==> src/rtl/jsplit_pkg.sv <==
// ----------------------------------------------------------------------------
// JSON array splitter package
// Shared constants, status codes and structures of the array splitter.
// ----------------------------------------------------------------------------
package jsplit_pkg;

    // Default sizes of the nesting stack and of the body offset counter.
    localparam int MAX_NESTING_DEF = 32;
    localparam int BODY_BYTES_DEF  = 65536;

    // Width of the nesting limit register.
    localparam int LIMIT_W = 6;

    // Register map (byte addresses).
    localparam int  PADDR_W        = 3;
    localparam int  REG_IDX_LIMIT  = 0;

    // Byte codes the scanner reacts to.
    localparam logic [7:0] CH_LBRACE   = 8'h7B;
    localparam logic [7:0] CH_RBRACE   = 8'h7D;
    localparam logic [7:0] CH_LBRACKET = 8'h5B;
    localparam logic [7:0] CH_RBRACKET = 8'h5D;
    localparam logic [7:0] CH_COMMA    = 8'h2C;
    localparam logic [7:0] CH_BSLASH   = 8'h5C;
    localparam logic [7:0] CH_QUOTE    = 8'h22;
    localparam logic [7:0] CH_SPACE    = 8'h20;
    localparam logic [7:0] CH_TAB      = 8'h09;
    localparam logic [7:0] CH_CR       = 8'h0D;

    // Final status codes.
    localparam logic [2:0] ST_OK         = 3'd0;
    localparam logic [2:0] ST_UNEXPECTED = 3'd1;
    localparam logic [2:0] ST_MISMATCH   = 3'd2;
    localparam logic [2:0] ST_TOO_DEEP   = 3'd3;
    localparam logic [2:0] ST_UNTERM     = 3'd4;
    localparam logic [2:0] ST_TOO_LONG   = 3'd5;

    // Operation on the nesting stack for one item.
    typedef struct packed {
        logic push;
        logic pop;
        logic push_brace;
    } stack_op_t;

    // One result item.
    typedef struct packed {
        logic        object_valid;
        logic [15:0] object_start;
        logic [15:0] object_length;
        logic        done_res;
        logic [2:0]  status;
        logic [15:0] object_count;
    } result_t;

endpackage

==> src/rtl/jsplit_cfg.sv <==
// ----------------------------------------------------------------------------
// JSON array splitter configuration registers
// APB-style register file holding the nesting limit.
// ----------------------------------------------------------------------------
module jsplit_cfg (
    input  logic                              aclk,
    input  logic                              aresetn,
    input  logic                              psel,
    input  logic                              penable,
    input  logic                              pwrite,
    input  logic [jsplit_pkg::PADDR_W-1:0]    paddr,
    input  logic [31:0]                       pwdata,
    output logic [31:0]                       prdata,
    output logic                              pready,
    output logic [jsplit_pkg::LIMIT_W-1:0]    nesting_limit
);

    logic [jsplit_pkg::LIMIT_W-1:0] limit_reg;
    logic                           sel_limit;

    // Registers are word aligned; the word index selects the register.
    assign sel_limit = (paddr[jsplit_pkg::PADDR_W-1:2]
                        == 1'(jsplit_pkg::REG_IDX_LIMIT));
    assign pready    = 1'b1;

    // Write on the access cycle.
    always_ff @(posedge aclk) begin
        if (!aresetn) begin
            limit_reg <= 6'd32;
        end else if (psel && penable && pwrite && pready && sel_limit) begin
            limit_reg <= pwdata[jsplit_pkg::LIMIT_W-1:0];
        end
    end

    // Read back.
    always_comb begin
        prdata = 32'd0;
        if (sel_limit) begin
            prdata = {{(32 - jsplit_pkg::LIMIT_W){1'b0}}, limit_reg};
        end
    end

    assign nesting_limit = limit_reg;

endmodule

==> src/rtl/jsplit_stack.sv <==
// ----------------------------------------------------------------------------
// JSON array splitter nesting stack
// Shift-register stack of open braces (1) and brackets (0), top at bit 0.
// ----------------------------------------------------------------------------
module jsplit_stack #(
    parameter int MAX_NESTING = jsplit_pkg::MAX_NESTING_DEF
) (
    input  logic                  aclk,
    input  jsplit_pkg::stack_op_t op,
    output logic                  top_brace
);

    logic [MAX_NESTING-1:0] stack_reg;
    logic [MAX_NESTING-1:0] stack_next;

    // Push shifts toward the bottom, pop shifts toward the top.
    generate
        if (MAX_NESTING == 1) begin : g_single
            always_comb begin
                stack_next = stack_reg;
                if (op.push) begin
                    stack_next = op.push_brace;
                end
            end
        end else begin : g_multi
            always_comb begin
                stack_next = stack_reg;
                if (op.push) begin
                    stack_next = {stack_reg[MAX_NESTING-2:0], op.push_brace};
                end else if (op.pop) begin
                    stack_next = {1'b0, stack_reg[MAX_NESTING-1:1]};
                end
            end
        end
    endgenerate

    // Contents only matter below the current depth, so no reset is needed.
    always_ff @(posedge aclk) begin
        stack_reg <= stack_next;
    end

    assign top_brace = stack_reg[0];

endmodule

==> src/rtl/jsplit_scan.sv <==
// ----------------------------------------------------------------------------
// JSON array splitter byte scanner
// Per-byte state machine: phases, strings, nesting depth, offsets and errors.
// ----------------------------------------------------------------------------
module jsplit_scan #(
    parameter int MAX_NESTING = jsplit_pkg::MAX_NESTING_DEF,
    parameter int BODY_BYTES  = jsplit_pkg::BODY_BYTES_DEF
) (
    input  logic                           aclk,
    input  logic                           aresetn,
    input  logic                           item_valid,
    input  logic [7:0]                     data_byte,
    input  logic                           byte_present,
    input  logic                           last_byte,
    input  logic [jsplit_pkg::LIMIT_W-1:0] nesting_limit,
    input  logic                           top_brace,
    output jsplit_pkg::stack_op_t          stack_op,
    output logic                           res_valid,
    output jsplit_pkg::result_t            res
);

    localparam int DW   = $clog2(MAX_NESTING + 1);
    localparam int OW   = $clog2(BODY_BYTES + 1);
    localparam int CMPW = (DW > jsplit_pkg::LIMIT_W) ? DW : jsplit_pkg::LIMIT_W;

    // Phase codes.
    localparam logic [1:0] PH_FIRST  = 2'd0;
    localparam logic [1:0] PH_OBJECT = 2'd1;
    localparam logic [1:0] PH_AFTER  = 2'd2;
    localparam logic [1:0] PH_COMMA  = 2'd3;

    logic [1:0]    phase_reg,  phase_next;
    logic          str_reg,    str_next;
    logic          esc_reg,    esc_next;
    logic [DW-1:0] depth_reg,  depth_next;
    logic [OW-1:0] off_reg,    off_next;
    logic [OW-1:0] start_reg,  start_next;
    logic [15:0]   count_reg,  count_next;
    logic [2:0]    err_reg,    err_next;

    logic                           is_space;
    logic                           beyond;
    logic                           closed;
    logic                           too_deep;
    logic [jsplit_pkg::LIMIT_W-1:0] lim_eff;
    logic [31:0]                    len32;
    logic [31:0]                    start32;
    logic [2:0]                     final_status;
    jsplit_pkg::stack_op_t          op;

    assign is_space = (data_byte == jsplit_pkg::CH_SPACE) ||
                      ((data_byte >= jsplit_pkg::CH_TAB) && (data_byte <= jsplit_pkg::CH_CR));
    assign beyond   = (off_reg >= OW'(BODY_BYTES));
    assign lim_eff  = (nesting_limit == '0) ? jsplit_pkg::LIMIT_W'(1) : nesting_limit;
    assign too_deep = (CMPW'(depth_reg) >= CMPW'(lim_eff)) ||
                      (depth_reg >= DW'(MAX_NESTING));
    assign start32  = 32'(start_reg);
    assign len32    = 32'(off_reg) - start32 + 32'd1;

    // Next state for one byte.
    always_comb begin
        phase_next   = phase_reg;
        str_next     = str_reg;
        esc_next     = esc_reg;
        depth_next   = depth_reg;
        off_next     = off_reg;
        start_next   = start_reg;
        count_next   = count_reg;
        err_next     = err_reg;
        closed       = 1'b0;
        op           = '0;
        final_status = jsplit_pkg::ST_OK;

        if (byte_present) begin
            if (beyond) begin
                if (err_reg == jsplit_pkg::ST_OK) begin
                    err_next = jsplit_pkg::ST_TOO_LONG;
                end
            end else if (err_reg == jsplit_pkg::ST_OK) begin
                unique case (phase_reg)
                    PH_FIRST, PH_COMMA: begin
                        if (is_space) begin
                            phase_next = phase_reg;
                        end else if (data_byte == jsplit_pkg::CH_LBRACE) begin
                            start_next    = off_reg;
                            depth_next    = DW'(1);
                            str_next      = 1'b0;
                            esc_next      = 1'b0;
                            phase_next    = PH_OBJECT;
                            op.push       = 1'b1;
                            op.push_brace = 1'b1;
                        end else begin
                            err_next = jsplit_pkg::ST_UNEXPECTED;
                        end
                    end
                    PH_AFTER: begin
                        if (is_space) begin
                            phase_next = phase_reg;
                        end else if (data_byte == jsplit_pkg::CH_COMMA) begin
                            phase_next = PH_COMMA;
                        end else begin
                            err_next = jsplit_pkg::ST_UNEXPECTED;
                        end
                    end
                    PH_OBJECT: begin
                        if (str_reg) begin
                            // Inside a string only escapes and the closing quote matter.
                            if (esc_reg) begin
                                esc_next = 1'b0;
                            end else if (data_byte == jsplit_pkg::CH_BSLASH) begin
                                esc_next = 1'b1;
                            end else if (data_byte == jsplit_pkg::CH_QUOTE) begin
                                str_next = 1'b0;
                            end
                        end else if (data_byte == jsplit_pkg::CH_QUOTE) begin
                            str_next = 1'b1;
                        end else if ((data_byte == jsplit_pkg::CH_LBRACE) ||
                                     (data_byte == jsplit_pkg::CH_LBRACKET)) begin
                            if (too_deep) begin
                                err_next = jsplit_pkg::ST_TOO_DEEP;
                            end else begin
                                op.push       = 1'b1;
                                op.push_brace = (data_byte == jsplit_pkg::CH_LBRACE);
                                depth_next    = depth_reg + 1'b1;
                            end
                        end else if ((data_byte == jsplit_pkg::CH_RBRACE) ||
                                     (data_byte == jsplit_pkg::CH_RBRACKET)) begin
                            if ((depth_reg == '0) ||
                                (top_brace != (data_byte == jsplit_pkg::CH_RBRACE))) begin
                                err_next = jsplit_pkg::ST_MISMATCH;
                            end else begin
                                op.pop     = 1'b1;
                                depth_next = depth_reg - 1'b1;
                                if (depth_reg == DW'(1)) begin
                                    phase_next = PH_AFTER;
                                    closed     = 1'b1;
                                end
                            end
                        end
                    end
                endcase
            end
            if (!beyond) begin
                off_next = off_reg + 1'b1;
            end
        end

        if (closed && (count_reg != 16'hFFFF)) begin
            count_next = count_reg + 16'd1;
        end

        // Final status uses the state as left by this byte.
        final_status = err_next;
        if ((err_next == jsplit_pkg::ST_OK) &&
            ((phase_next == PH_OBJECT) || (phase_next == PH_COMMA))) begin
            final_status = jsplit_pkg::ST_UNTERM;
        end

        // Result item.
        res_valid         = closed || last_byte;
        res.object_valid  = closed;
        res.object_start  = closed ? start32[15:0] : 16'd0;
        res.object_length = closed ? ((len32 > 32'h0000_FFFF) ? 16'hFFFF : len32[15:0])
                                   : 16'd0;
        res.done_res      = last_byte;
        res.status        = last_byte ? final_status : jsplit_pkg::ST_OK;
        res.object_count  = last_byte ? count_next : 16'd0;

        // End of body returns everything to the start state.
        if (last_byte) begin
            phase_next = PH_FIRST;
            str_next   = 1'b0;
            esc_next   = 1'b0;
            depth_next = '0;
            off_next   = '0;
            start_next = '0;
            count_next = '0;
            err_next   = jsplit_pkg::ST_OK;
        end
    end

    // The stack moves only on an item that is really processed.
    always_comb begin
        stack_op            = op;
        stack_op.push       = op.push && item_valid;
        stack_op.pop        = op.pop && item_valid;
    end

    // State registers.
    always_ff @(posedge aclk) begin
        if (!aresetn) begin
            phase_reg <= PH_FIRST;
            str_reg   <= 1'b0;
            esc_reg   <= 1'b0;
            depth_reg <= '0;
            off_reg   <= '0;
            start_reg <= '0;
            count_reg <= '0;
            err_reg   <= jsplit_pkg::ST_OK;
        end else if (item_valid) begin
            phase_reg <= phase_next;
            str_reg   <= str_next;
            esc_reg   <= esc_next;
            depth_reg <= depth_next;
            off_reg   <= off_next;
            start_reg <= start_next;
            count_reg <= count_next;
            err_reg   <= err_next;
        end
    end

endmodule

==> src/rtl/json_object_array_splitter.sv <==
// ----------------------------------------------------------------------------
// Throughput: one byte per cycle; the input register, scanner and result
// register form a two-stage pipeline that advances whenever the result
// register is empty or being taken.
// Reset: synchronous, active low; clears all body state and sets the
// nesting limit to 32. The stack contents need no reset.
// ----------------------------------------------------------------------------
// JSON array object splitter
// Splits a JSON array body, one byte per item, into its top-level objects.
// ----------------------------------------------------------------------------
module json_object_array_splitter #(
    parameter int MAX_NESTING = jsplit_pkg::MAX_NESTING_DEF,
    parameter int BODY_BYTES  = jsplit_pkg::BODY_BYTES_DEF
) (
    input  logic                           aclk,
    input  logic                           aresetn,
    // Input stream.
    input  logic                           s_tvalid,
    output logic                           s_tready,
    input  logic [7:0]                     s_tdata,   // [7:0] data_byte
    input  logic                           s_tuser,   // [0] byte_present
    input  logic                           s_tlast,   // last_byte
    // Result stream.
    output logic                           m_tvalid,
    input  logic                           m_tready,
    // [15:0] object_start, [31:16] object_length, [34:32] status,
    // [50:35] object_count, [55:51] zero
    output logic [55:0]                    m_tdata,
    output logic                           m_tuser,   // [0] object_valid
    output logic                           m_tlast,   // done_res
    // Configuration port.
    input  logic                           psel,
    input  logic                           penable,
    input  logic                           pwrite,
    input  logic [jsplit_pkg::PADDR_W-1:0] paddr,
    input  logic [31:0]                    pwdata,
    output logic [31:0]                    prdata,
    output logic                           pready
);

    logic                           in_valid_reg;
    logic [7:0]                     in_byte_reg;
    logic                           in_present_reg;
    logic                           in_last_reg;
    logic                           m_valid_reg;
    jsplit_pkg::result_t            m_res_reg;
    logic                           out_ready;
    logic                           adv;
    logic                           res_valid;
    jsplit_pkg::result_t            res;
    jsplit_pkg::stack_op_t          stack_op;
    logic                           top_brace;
    logic [jsplit_pkg::LIMIT_W-1:0] nesting_limit;

    jsplit_cfg u_cfg (
        .aclk          (aclk),
        .aresetn       (aresetn),
        .psel          (psel),
        .penable       (penable),
        .pwrite        (pwrite),
        .paddr         (paddr),
        .pwdata        (pwdata),
        .prdata        (prdata),
        .pready        (pready),
        .nesting_limit (nesting_limit)
    );

    jsplit_stack #(
        .MAX_NESTING (MAX_NESTING)
    ) u_stack (
        .aclk      (aclk),
        .op        (stack_op),
        .top_brace (top_brace)
    );

    jsplit_scan #(
        .MAX_NESTING (MAX_NESTING),
        .BODY_BYTES  (BODY_BYTES)
    ) u_scan (
        .aclk          (aclk),
        .aresetn       (aresetn),
        .item_valid    (adv),
        .data_byte     (in_byte_reg),
        .byte_present  (in_present_reg),
        .last_byte     (in_last_reg),
        .nesting_limit (nesting_limit),
        .top_brace     (top_brace),
        .stack_op      (stack_op),
        .res_valid     (res_valid),
        .res           (res)
    );

    // Pipeline control.
    assign out_ready = !m_valid_reg || m_tready;
    assign adv       = in_valid_reg && out_ready;
    assign s_tready  = !in_valid_reg || out_ready;

    // Input register.
    always_ff @(posedge aclk) begin
        if (!aresetn) begin
            in_valid_reg <= 1'b0;
        end else if (s_tvalid && s_tready) begin
            in_valid_reg <= 1'b1;
        end else if (adv) begin
            in_valid_reg <= 1'b0;
        end
    end

    always_ff @(posedge aclk) begin
        if (s_tvalid && s_tready) begin
            in_byte_reg    <= s_tdata;
            in_present_reg <= s_tuser;
            in_last_reg    <= s_tlast;
        end
    end

    // Result register.
    always_ff @(posedge aclk) begin
        if (!aresetn) begin
            m_valid_reg <= 1'b0;
        end else if (adv) begin
            m_valid_reg <= res_valid;
        end else if (m_tready) begin
            m_valid_reg <= 1'b0;
        end
    end

    always_ff @(posedge aclk) begin
        if (adv) begin
            m_res_reg <= res;
        end
    end

    assign m_tvalid = m_valid_reg;
    assign m_tdata  = {5'd0, m_res_reg.object_count, m_res_reg.status,
                       m_res_reg.object_length, m_res_reg.object_start};
    assign m_tuser  = m_res_reg.object_valid;
    assign m_tlast  = m_res_reg.done_res;

endmodule
==> config.mk <==
export PLATFORM = sky130hd
export DESIGN_NAME = json_object_array_splitter
export DESIGN_NICKNAME = d
export VERILOG_FILES = /design/src/rtl/jsplit_pkg.sv /design/src/rtl/jsplit_cfg.sv /design/src/rtl/jsplit_stack.sv /design/src/rtl/jsplit_scan.sv /design/src/rtl/json_object_array_splitter.sv
export SDC_FILE = /design/constraint.sdc
export NUM_CORES = 1
export LEC_CHECK = 0
export ABC_AREA = 0
export CAP_MARGIN = 20
export CORE_UTILIZATION = 55
export CTS_CLUSTER_SIZE = 24
export DETAILED_ROUTE_END_ITERATION = 10
export DONT_BUFFER_PORTS = 1
export PLACE_DENSITY = 0.77
export SETUP_SLACK_MARGIN = 0.02
export SKIP_CTS_REPAIR_TIMING = 1
export SYNTH_ARGS = -nofsm -noshare
export SYNTH_HDL_FRONTEND = slang
export SYNTH_SLANG_ARGS = --single-unit
==> constraint.sdc <==
create_clock -name aclk -period 9 [get_ports aclk]
set_input_delay 2.7 -clock aclk [delete_from_list [all_inputs] [get_ports aclk]]
set_output_delay 2.7 -clock aclk [all_outputs]
set_load 0.05 [all_outputs]
==> results of run 1 <==
==> stage by stage <==
step | cell area (µm²) | setup slack [ps] | total power, mW | hold WS, ps | instances
after detailed placement | 9239 | 2890 | 0.9581 | 472.3 | 1113
after floorplan | 9329 | 2867 | 0.9574 | 452.5 | 959
final | 9843 | 2896 | 1.688 | 484.7 | 1145
after global placement | 9239 | 2893 | 0.9570 | 467.2 | 1113
after CTS | 9843 | 2890 | 1.702 | 484.5 | 1145
after global routing | 9843 | 2879 | 1.743 | 492.7 | 1145
==> report_power, final <==
group | total [mW] | internal, mW | switching [mW]
Sequential | 0.860 | 0.814 | 0.0452
Clock | 0.747 | 0.438 | 0.308
Combinational | 0.0819 | 0.0168 | 0.0650
==> worst register-to-register path, stage by stage, from the launching register on <==
cell	delay (ps)
dfxtp_1	360
inv_1	140
ha_1	180
inv_1	50
fa_1	410
a211o_1	400
a21o_1	180
o311ai_0	450
nor2_1	130
nor3_2	280
and3_1	310
o211ai_1	120
mux2i_2	650
a21oi_1	150
==> per-layer routing <==
layer  global-route usage  share of wire
met1               0.2899           0.47
met2               0.3383           0.46
met3              0.04745          0.052
met4              0.06977          0.016
met5                    0              0
==> cells by family after synthesis <==
| group | count (synthesis) | synth area share |
|---|---|---|
| buffers and inverters | 113 | 0.06313 |
| xor gates and xnor gates | 56 | 0.05322 |
| AOI/OAI and AO/OA | 184 | 0.1256 |
| DFF | 166 | 0.4638 |
| adders and majority gates | 35 | 0.04833 |
| muxes | 40 | 0.04806 |
| other | 2 | 0.0008149 |
| and+or+nand+nor | 333 | 0.1971 |
==> area by class of cell <==
type	instances	area (µm²)	area share
clock buffer	17	425.4	0.04322
clock inverter	15	178.9	0.01818
inverter	44	165.2	0.01678
multi-input combinational	680	4477	0.4548
sequential	166	4274	0.4342
tap	216	270.3	0.02746
timing repair buffer	7	52.55	0.005339
==> how the worst max path moves through the flow <==
stage	startpoint	end	slack [ps]	depth (start not counted)
global placement	paddr[2]	prdata[0]	2890	1
floorplan	m_tready	u_stack.stack_reg[0]$_DFFE_PP_	2870	5
detailed placement	paddr[2]	prdata[0]	2890	1
finish	paddr[2]	prdata[0]	2900	1
CTS	paddr[2]	prdata[0]	2890	1
global route	paddr[2]	prdata[0]	2880	1
==> layout by cell type (no fill, tap or decap), types with 27 or more instances in the layout <==
cell type,count
inv_1,42
edfxtp_1,95
a21oi_1,72
dfxtp_1,71
o21ai_0,39
nand2_1,46
mux2_2,31
xnor2_1,29
ha_1,34
nor2_1,97
nor2b_1,42
conb_1,32
xor2_1,27
==> impl_metrics.csv, run 1 <==
group,metric,value,unit
run_status,status,"finished, final reports clean",
worst_setup_path,r2r_cells,13,
worst_setup_path,critPathRequiredTime,6300,ps
clocking,cts_tree,"built",
worst_setup_path,slowest_delay,700,ps
worst_setup_path,worstSetupStartpointType,"input port",
layout,utilization,0.6108,
yosys,synth.top_cells.by_area,"edfxtp_1 (31%), dfxtp_1 (15%), ha_1 (4.6%)",
yosys,ys_ff_latch,166,
worst_setup_path,critical-path-slowest-cell,"nor2b_1",
yosys,synth_warnings,0,
yosys,ys_seq_area_frac,0.4638,
worst_setup_path,worst-path-buf-inv,0,
clocking,htreeDepth,4,
worst_hold_path,hold_start,"u_scan.start_reg[16]$_SDFFE_PN0P_",
grt,antenna_found_initial,0,
grt,grt_pass1_vias,6052,
sta,rsz0062_at_grt,"false",
grt,grt_overflow,0,
worst_setup_path,r2r_end,"m_tdata[19]$_SDFFCE_PN0P_",
yosys,synth_top_area_frac,0.3095,
yosys,synth_top_flop_cell,"edfxtp_1",
worst_hold_path,holdPathEnd,"u_scan.start_reg[16]$_SDFFE_PN0P_",
clocking,clkSinkCount,166,
layout,largest_reg_flops,51,
worst_setup_path,cp_cell_sequence,"nor2b_1",
sta,fin_crit_sh,0.6783,
sta,clock_skew,9.750,ps
floorplan,initial_core_util,0.5719,
detailed_routing,num_vias,6624,
layout,nets,1003,
worst_setup_path,critPathMaxFanout,7,
detailed_routing,first_pass_iters,7,
floorplan,coreArea,0.01612,mm²
sta,tns,0,ps
sta,layout_min_cycle_time,6104,ps
grt,grt_pass1_wl,29.80,mm
clocking,clock_path_buffers,2,
worst_setup_path,arrival,3400,ps
worst_hold_path,whs_path_depth,1,
layout,nFillCells,1388,
worst_hold_path,hold_class,"flip-flop to flip-flop",
yosys,yosysTopAreaCell,"edfxtp_1",
clocking,clk_pin_slew_worst_paths,70,ps
grt,grt_max_degree,51,
yosys,synth_cell_type_count,78,
yosys,yosysMostFrequentCell,"nor2_1",
layout,layout-drive-gt1-share,0.1012,
worst_setup_path,critical_path.endpoint_type,"primary output",
worst_setup_path,r2r-start,"u_scan.off_reg[0]$_SDFFE_PN0P_",
floorplan,die_x,131.5,µm
sta,slew_headroom,0.3740,
yosys,synthTopCellsByCount,"nor2_1 (97), edfxtp_1 (95), a21oi_1 (72)",
sta,max_freq,163.8,MHz
floorplan,die_height,131.5,µm
clocking,clkLatencyLatePin,430,ps
sta,drv_slew,0,
worst_setup_path,path_class,"input port to primary output",
placed_design,dp.final_hpwl,11.93,mm
detailed_routing,final_antenna_net_count,0,
sta,worstMarginPinSlew,937.1,ps
layout,insertedDiodeCount,0,
yosys,syn_area,0.009216,mm²
detailed_routing,drc,0,
placed_design,gp_congestion,0.8969,
worst_setup_path,reg2reg_setup_slack,4890,ps
clocking,cts-root-buf,"clkbuf_16",
floorplan,rows,46,
job,drv_cap,0,
grt,grtUsageTotal,0.2138,
yosys,netlist_instances,929,
clocking,cts_buffers,17,
yosys,async_reset_ff_frac,0,
detailed_routing,wl,17.70,mm
floorplan,io_pins,145,
sta,setup_violations,0,
pwr,ir_drop,140.9,µV
placed_design,port_buffers,0,
layout,areaGrowthSynthToFinish,6.802,%
detailed_routing,routedWlPerCell,15.46,µm
yosys,syn_avg_cell_area,9.921,µm²
pwr,p_leak,3.391,nW
detailed_routing,drt-initial-drc-count,498,
yosys,synth-edff-count,95,
pwr,p_per_area,171.5,mW/mm²
floorplan,floorplan.die_area,0.01728,mm²
worst_setup_path,path_delay_family,"simple AND/OR/NAND/NOR gates",
detailed_routing,post_drt_via_cell_ratio,5.785,
sta,report.final.hold_viol_count,0,
Note: power is estimated with default switching activity, not from simulation.
==> inputs of run 2 (changes only) <==
==> constraint.sdc (replaced) <==
create_clock -name aclk -period 5.8 [get_ports aclk]
set_input_delay 1.74 -clock aclk [delete_from_list [all_inputs] [get_ports aclk]]
set_output_delay 1.74 -clock aclk [all_outputs]
set_load 0.05 [all_outputs]
==> run 2 against run 1 <==
Combinational power rose by 55%. Largest power group unchanged. Worst hold slack improved by 6.0 ps. Non-clock buffer count grew 1. Highest routed layer unchanged. Flip-flop and latch count stayed put. Critical path type unchanged. Clock skew is essentially flat. First-iteration DRC count rose by 3.2%. Sequential power rose by 55%.
==> impl_metrics.csv, run 2 (same netlist as run 1, synthesis figures left out) <==
group,metric,value,unit
detailed_routing,post_drt_via_cell_ratio,5.761,
layout,insertedDiodeCount,0,
pwr,p_leak,3.414,nW
detailed_routing,drc,0,
pwr,p_per_area,275.1,mW/mm²
sta,fin_crit_sh,0.7220,
grt,grt_pass1_wl,29.62,mm
detailed_routing,wl,17.70,mm
sta,drv_slew,0,
worst_hold_path,hold_class,"flip-flop to flip-flop",
worst_setup_path,worst-path-buf-inv,0,
placed_design,port_buffers,0,
worst_setup_path,critical-path-slowest-cell,"nor2b_1",
worst_setup_path,r2r_cells,13,
grt,grt_pass1_vias,6056,
detailed_routing,wl_met1,8.452,mm
detailed_routing,num_vias,6602,
floorplan,initial_core_util,0.5719,
layout,instances_no_fill,1146,
floorplan,rows,46,
job,drv_cap,0,
sta,holdWs,490.7,ps
floorplan,die_x,131.5,µm
floorplan,floorplan.die_area,0.01728,mm²
worst_setup_path,cp_cell_sequence,"nor2b_1",
detailed_routing,wl_met2,8.182,mm
clocking,clkLatencyLatePin,430,ps
pwr,power,2.726,mW
worst_setup_path,worstSetupStartpointType,"input port",
run_status,status,"finished, final reports clean",
worst_setup_path,arrival,2450,ps
sta,worstMarginPinSlew,941.5,ps
placed_design,place_area,0.009246,mm²
sta,max_freq,238.8,MHz
layout,areaGrowthSynthToFinish,7.507,%
clocking,clkSinkCount,166,
placed_design,dp_slack,1611,ps
worst_hold_path,whs_path_depth,1,
clocking,htreeDepth,4,
sta,tns,0,ps
layout,largest_reg_flops,51,
grt,grt_max_degree,55,
floorplan,die_height,131.5,µm
detailed_routing,routedWlPerCell,15.45,µm
sta,clock_skew,9.809,ps
sta,slew_headroom,0.3711,
detailed_routing,final_antenna_net_count,0,
sta,report.final.hold_viol_count,0,
worst_setup_path,path_delay_family,"simple AND/OR/NAND/NOR gates",
grt,antenna_found_initial,0,
placed_design,gp_congestion,0.8651,
pwr,ir_drop,227.4,µV
grt,grt_overflow,0,
layout,layout_common_cells,"nor2_1 (97), edfxtp_1 (95), a21oi_1 (72), dfxtp_1 (71), nand2_1 (46)",
sta,setup_violations,0,
detailed_routing,top_layer_used,"met4",
clocking,cts-root-buf,"clkbuf_16",
layout,layout-drive-gt1-share,0.1043,
worst_setup_path,critical_path.endpoint_type,"primary output",
placed_design,dpl.cell_count,1114,
worst_setup_path,slowest_delay,710,ps
worst_setup_path,path_class,"input port to primary output",
placed_design,dp.final_hpwl,11.98,mm
floorplan,io_pins,145,
grt,grtUsageTotal,0.2120,
clocking,clock_path_buffers,2,
detailed_routing,routed-wl-met3,716,µm
detailed_routing,first_pass_iters,5,
worst_setup_path,cp_num_cells,1,
sta,rsz0062_at_grt,"false",
layout,nets,1004,
clocking,clk_pin_slew_worst_paths,70,ps
detailed_routing,drt-initial-drc-count,514,
worst_setup_path,critPathMaxFanout,7,
sta,layout_min_cycle_time,4187,ps
clocking,cts_buffers,17,
floorplan,coreArea,0.01612,mm²
layout,utilization,0.6148,
layout,final_common_cell,"nor2_1",
sta,fin_ws,1613,ps
clocking,cts_tree,"built",
layout,fin_area,0.009908,mm²
worst_setup_path,critPathRequiredTime,4060,ps
==> run 2: changes by cell type in the layout (fill, tap and decap cells not counted) <==
cell        previous run  this run
inv_6                  2         5
bufinv_16              3         5
clkinv_4               4         1
clkinv_2               2         0
clkinvlp_4             1         3
clkinv_1               3         1
buf_4                  7         8
==> run 2: path summary, 6_finish.rpt <==
| check | start | end | slack, ps |
|---|---|---|---|
| worst min-delay path | u_scan.start_reg[16]$_SDFFE_PN0P_ | u_scan.start_reg[16]$_SDFFE_PN0P_ | 490 |
| worst min register to register | u_scan.start_reg[16]$_SDFFE_PN0P_ | u_scan.start_reg[16]$_SDFFE_PN0P_ | 490 |
| worst max-delay path | paddr[2] | prdata[0] | 1610 |
| worst max register to register | u_scan.off_reg[0]$_SDFFE_PN0P_ | m_tdata[22]$_SDFFCE_PN0P_ | 1740 |
==> run 2: final cells by class <==
| class | instances | area [µm²] |
|---|---|---|
| repair buffers | 8 | 60.06 |
| clock inverters | 15 | 236.5 |
| multi-input cells | 680 | 4477 |
| well taps | 216 | 270.3 |
| fillers | 1326 | 6207 |
| flip-flops and latches | 166 | 4274 |
| inverters | 44 | 165.2 |
| clock buffers | 17 | 425.4 |
==> run 2: power breakdown <==
part           total (mW)  switching, mW  internal (mW)
logic               0.127          0.100         0.0266
clock network        1.27          0.491          0.774
registers            1.33         0.0699           1.26
==> run 2: worst reg2reg max path, delay by kind of cell, from the launching register on <==
| kind | cells | cell delay, ps |
|---|---|---|
| AO/OA/AOI/OAI | 5 | 1320 |
| adder cells (fa/ha/maj) | 2 | 590 |
| buffers and inverters | 2 | 190 |
| flip-flops | 1 | 350 |
| multiplexers | 1 | 620 |
| AND/OR/NAND/NOR | 3 | 710 |
==> run 2: routing by layer <==
| layer | GRT usage | up-vias |
|---|---|---|
| met4 | 0.08915 | 0 |
| met5 | 0 | - |
| met2 | 0.3298 | 186 |
| met1 | 0.2889 | 3145 |
| li1 | - | 3242 |
| met3 | 0.04051 | 29 |
==> inputs of run 3 (changes only) <==
--- a/config.mk
+++ b/config.mk
@@ -5,13 +5,13 @@
 export SDC_FILE = /design/constraint.sdc
 export NUM_CORES = 1
 export LEC_CHECK = 0
-export ABC_AREA = 0
+export ABC_AREA = 1
 export CAP_MARGIN = 20
 export CORE_UTILIZATION = 55
 export CTS_CLUSTER_SIZE = 24
 export DETAILED_ROUTE_END_ITERATION = 10
 export DONT_BUFFER_PORTS = 1
-export PLACE_DENSITY = 0.77
+export PLACE_DENSITY = 0.8
 export SETUP_SLACK_MARGIN = 0.02
 export SKIP_CTS_REPAIR_TIMING = 1
 export SYNTH_ARGS = -nofsm -noshare
==> constraint.sdc (replaced) <==
create_clock -name aclk -period 3.7 [get_ports aclk]
set_input_delay 1.11 -clock aclk [delete_from_list [all_inputs] [get_ports aclk]]
set_output_delay 1.11 -clock aclk [all_outputs]
set_load 0.05 [all_outputs]
==> run 3 against run 2 <==
Via count is 20% higher. Sequential share of layout area decreased by 2.0 points. Design area rose by 5.0%. Register-to-register slack worse by 1300 ps. Sequential power up 57%. Count of clock-buffer cells in the layout rose by 2. Die area grew 4.8%. Critical path depth increased by 17. Clock power grew 39%. Power up 67%. Combinational power rose to 5.6 times the previous value. Largest cell class unchanged. Utilization fell by 1.1 points.
==> impl_metrics.csv, run 3 <==
group,metric,value,unit
run_status,status,"finished, final reports clean",
sta,layout_min_cycle_time,3229,ps
worst_setup_path,r2r_cells,18,
detailed_routing,first_pass_iters,5,
yosys,synth_warnings,0,
pwr,ir_drop,341.7,µV
worst_setup_path,critical_path.endpoint_type,"flip-flop",
layout,largest_reg_flops,51,
sta,drv_slew,0,
layout,areaGrowthSynthToFinish,7.613,%
sta,report.final.hold_viol_count,0,
yosys,yosysMostFrequentCell,"nand2_1",
clocking,clk_pin_slew_worst_paths,60,ps
pwr,power,4.557,mW
yosys,netlist_instances,1249,
clocking,cts-root-buf,"clkbuf_16",
sta,holdWs,439.7,ps
sta,tns,0,ps
yosys,syn_area,0.009664,mm²
detailed_routing,final_antenna_net_count,0,
floorplan,die_x,134.6,µm
yosys,synth.top_cells.by_area,"edfxtp_1 (30%), dfxtp_1 (15%), nand2_1 (11%)",
floorplan,die_height,134.6,µm
worst_hold_path,hold_start,"u_scan.start_reg[16]$_SDFFE_PN0P_",
clocking,clock_path_buffers,2,
detailed_routing,routedWlPerCell,13.44,µm
grt,antenna_found_initial,0,
worst_setup_path,worstSetupStartpointType,"flip-flop",
layout,nets,1341,
layout,final_common_cell,"nand2_1",
floorplan,io_pins,145,
yosys,ys_seq_area_frac,0.4423,
yosys,ys_ff_latch,166,
sta,slew_headroom,0.3061,
yosys,synth_top_area_frac,0.2952,
detailed_routing,num_vias,7892,
worst_hold_path,holdPathEnd,"u_scan.start_reg[16]$_SDFFE_PN0P_",
sta,worstMarginPinSlew,1041,ps
detailed_routing,drt-initial-drc-count,590,
grt,grt_pass1_vias,7030,
yosys,synth_cell_type_count,51,
detailed_routing,post_drt_via_cell_ratio,5.290,
detailed_routing,drc,0,
grt,grt_max_degree,62,
clocking,htreeDepth,4,
layout,utilization,0.6034,
detailed_routing,wl,20.05,mm
layout,instances_no_fill,1492,
placed_design,port_buffers,0,
clocking,clkSinkCount,166,
worst_setup_path,r2r-start,"u_scan.off_reg[0]$_SDFFE_PN0P_",
worst_setup_path,critPathMaxFanout,16,
worst_setup_path,arrival,3430,ps
job,drv_cap,0,
sta,max_freq,309.7,MHz
pwr,p_leak,4.514,nW
layout,layout-drive-gt1-share,0.07814,
clocking,clkLatencyLatePin,440,ps
layout,layout_common_cells,"nand2_1 (282), inv_1 (198), nor2_1 (126), edfxtp_1 (95), a21oi_1 (92)",
yosys,synth-edff-count,95,
worst_setup_path,critPathRequiredTime,3900,ps
sta,setup_violations,0,
grt,grtUsageTotal,0.2316,
yosys,async_reset_ff_frac,0,
placed_design,dp.final_hpwl,14.60,mm
placed_design,gp_congestion,0.9222,
pwr,p_per_area,438.2,mW/mm²
clocking,cts_buffers,17,
worst_setup_path,path_class,"flip-flop to flip-flop",
floorplan,floorplan.die_area,0.01811,mm²
worst_setup_path,r2r_end,"m_tdata[16]$_SDFFCE_PN0P_",
grt,grt_pass1_wl,33.25,mm
yosys,synthTopCellsByCount,"nand2_1 (282), inv_1 (199), nor2_1 (126)",
sta,rsz0062_at_grt,"false",
sta,fin_crit_sh,0.8728,
floorplan,coreArea,0.01724,mm²
grt,grt_overflow,0,
floorplan,rows,48,
yosys,yosysTopAreaCell,"edfxtp_1",
sta,clock_skew,8.745,ps
worst_hold_path,hold_class,"flip-flop to flip-flop",
placed_design,dpl.cell_count,1460,
layout,insertedDiodeCount,0,
worst_setup_path,reg2reg_setup_slack,470,ps
yosys,syn_avg_cell_area,7.738,µm²
clocking,cts_tree,"built",
worst_hold_path,whs_path_depth,2,
yosys,synth_top_flop_cell,"edfxtp_1",
floorplan,initial_core_util,0.5607,
==> run 3: changes by cell type after synthesis, sizes merged, moves of 20 or more <==
cell | previous run | this run
inv | 43 | 207
mux2 | 31 | 2
a21oi | 72 | 92
nor2b | 42 | 0
xnor2 | 29 | 4
nor2 | 100 | 133
nand2 | 48 | 294
nand3 | 21 | 89
==> run 3: worst max path at each step <==
stage / slack (ps) / cells past startpoint / startpoint / end
6_report: 470 / 18 / u_scan.off_reg[0]$_SDFFE_PN0P_ / m_tdata[16]$_SDFFCE_PN0P_
2_1_floorplan: 40 / 7 / m_tready / u_stack.stack_reg[0]$_DFFE_PP_
5_1_grt: 190 / 20 / u_scan.off_reg[0]$_SDFFE_PN0P_ / m_tdata[16]$_SDFFCE_PN0P_
3_5_place_dp: 430 / 7 / m_tready / u_stack.stack_reg[2]$_DFFE_PP_
4_1_cts: 480 / 18 / u_scan.off_reg[0]$_SDFFE_PN0P_ / m_tdata[16]$_SDFFCE_PN0P_
3_3_place_gp: 460 / 7 / m_tready / u_stack.stack_reg[3]$_DFFE_PP_
==> run 3: power by group <==
group          total [mW]  leakage, nW  internal, mW  switching (mW)
logic               0.708         2.76         0.186           0.522
clock network        1.76        0.281          1.00           0.761
registers            2.09         1.48          1.99          0.0968
==> run 3: per-layer routing <==
layer  global-route usage  wire [µm]
met2               0.3900       9794
met4              0.07678        329
met3              0.05443       1067
met5                    0          0
met1               0.2929       8861
==> run 3: worst max-delay path, cell delays in order (launching register included) <==
cell and delay, ps:
dfxtp_1 350, inv_1 140, ha_1 160, inv_1 80, fa_1 540, ha_1 190, inv_1 50, nor2_1 170
nand3_2 120, nor2_2 160, nand2_2 90, nor2_4 160, nand3_2 120, nor2_2 110, nand2_2 70, nand2_4 210
nand3_1 130, nand2_1 90, inv_1 40
==> run 3: final cells by class <==
class                   count  area, µm²
repair buffers             15      112.6
inverters                 208      784.5
flip-flops and latches    166       4274
well taps                 225      281.5
fillers                  1480       6837
clock inverters            13      142.6
clock buffers              19      432.9
multi-input cells         846       4372
==> run 3: stage by stage <==
stage	setup WS (ps)	area, µm²
after floorplan	38.04	9794
after global placement	463.7	9824
after detailed placement	434.5	9824
after CTS	476.2	10400
after global routing	187.4	10400
final	470.6	10400
==> run 3: cell families after synthesis <==
group / count (synthesis) / synth area share
DFF: 166 / 0.4423
buffers and inverters: 267 / 0.1190
xor gates and xnor gates: 18 / 0.01864
and+or+nand+nor: 577 / 0.2653
muxes: 2 / 0.002330
adders and majority gates: 35 / 0.04609
AOI/OAI and AO/OA: 182 / 0.1056
other: 2 / 0.0007771
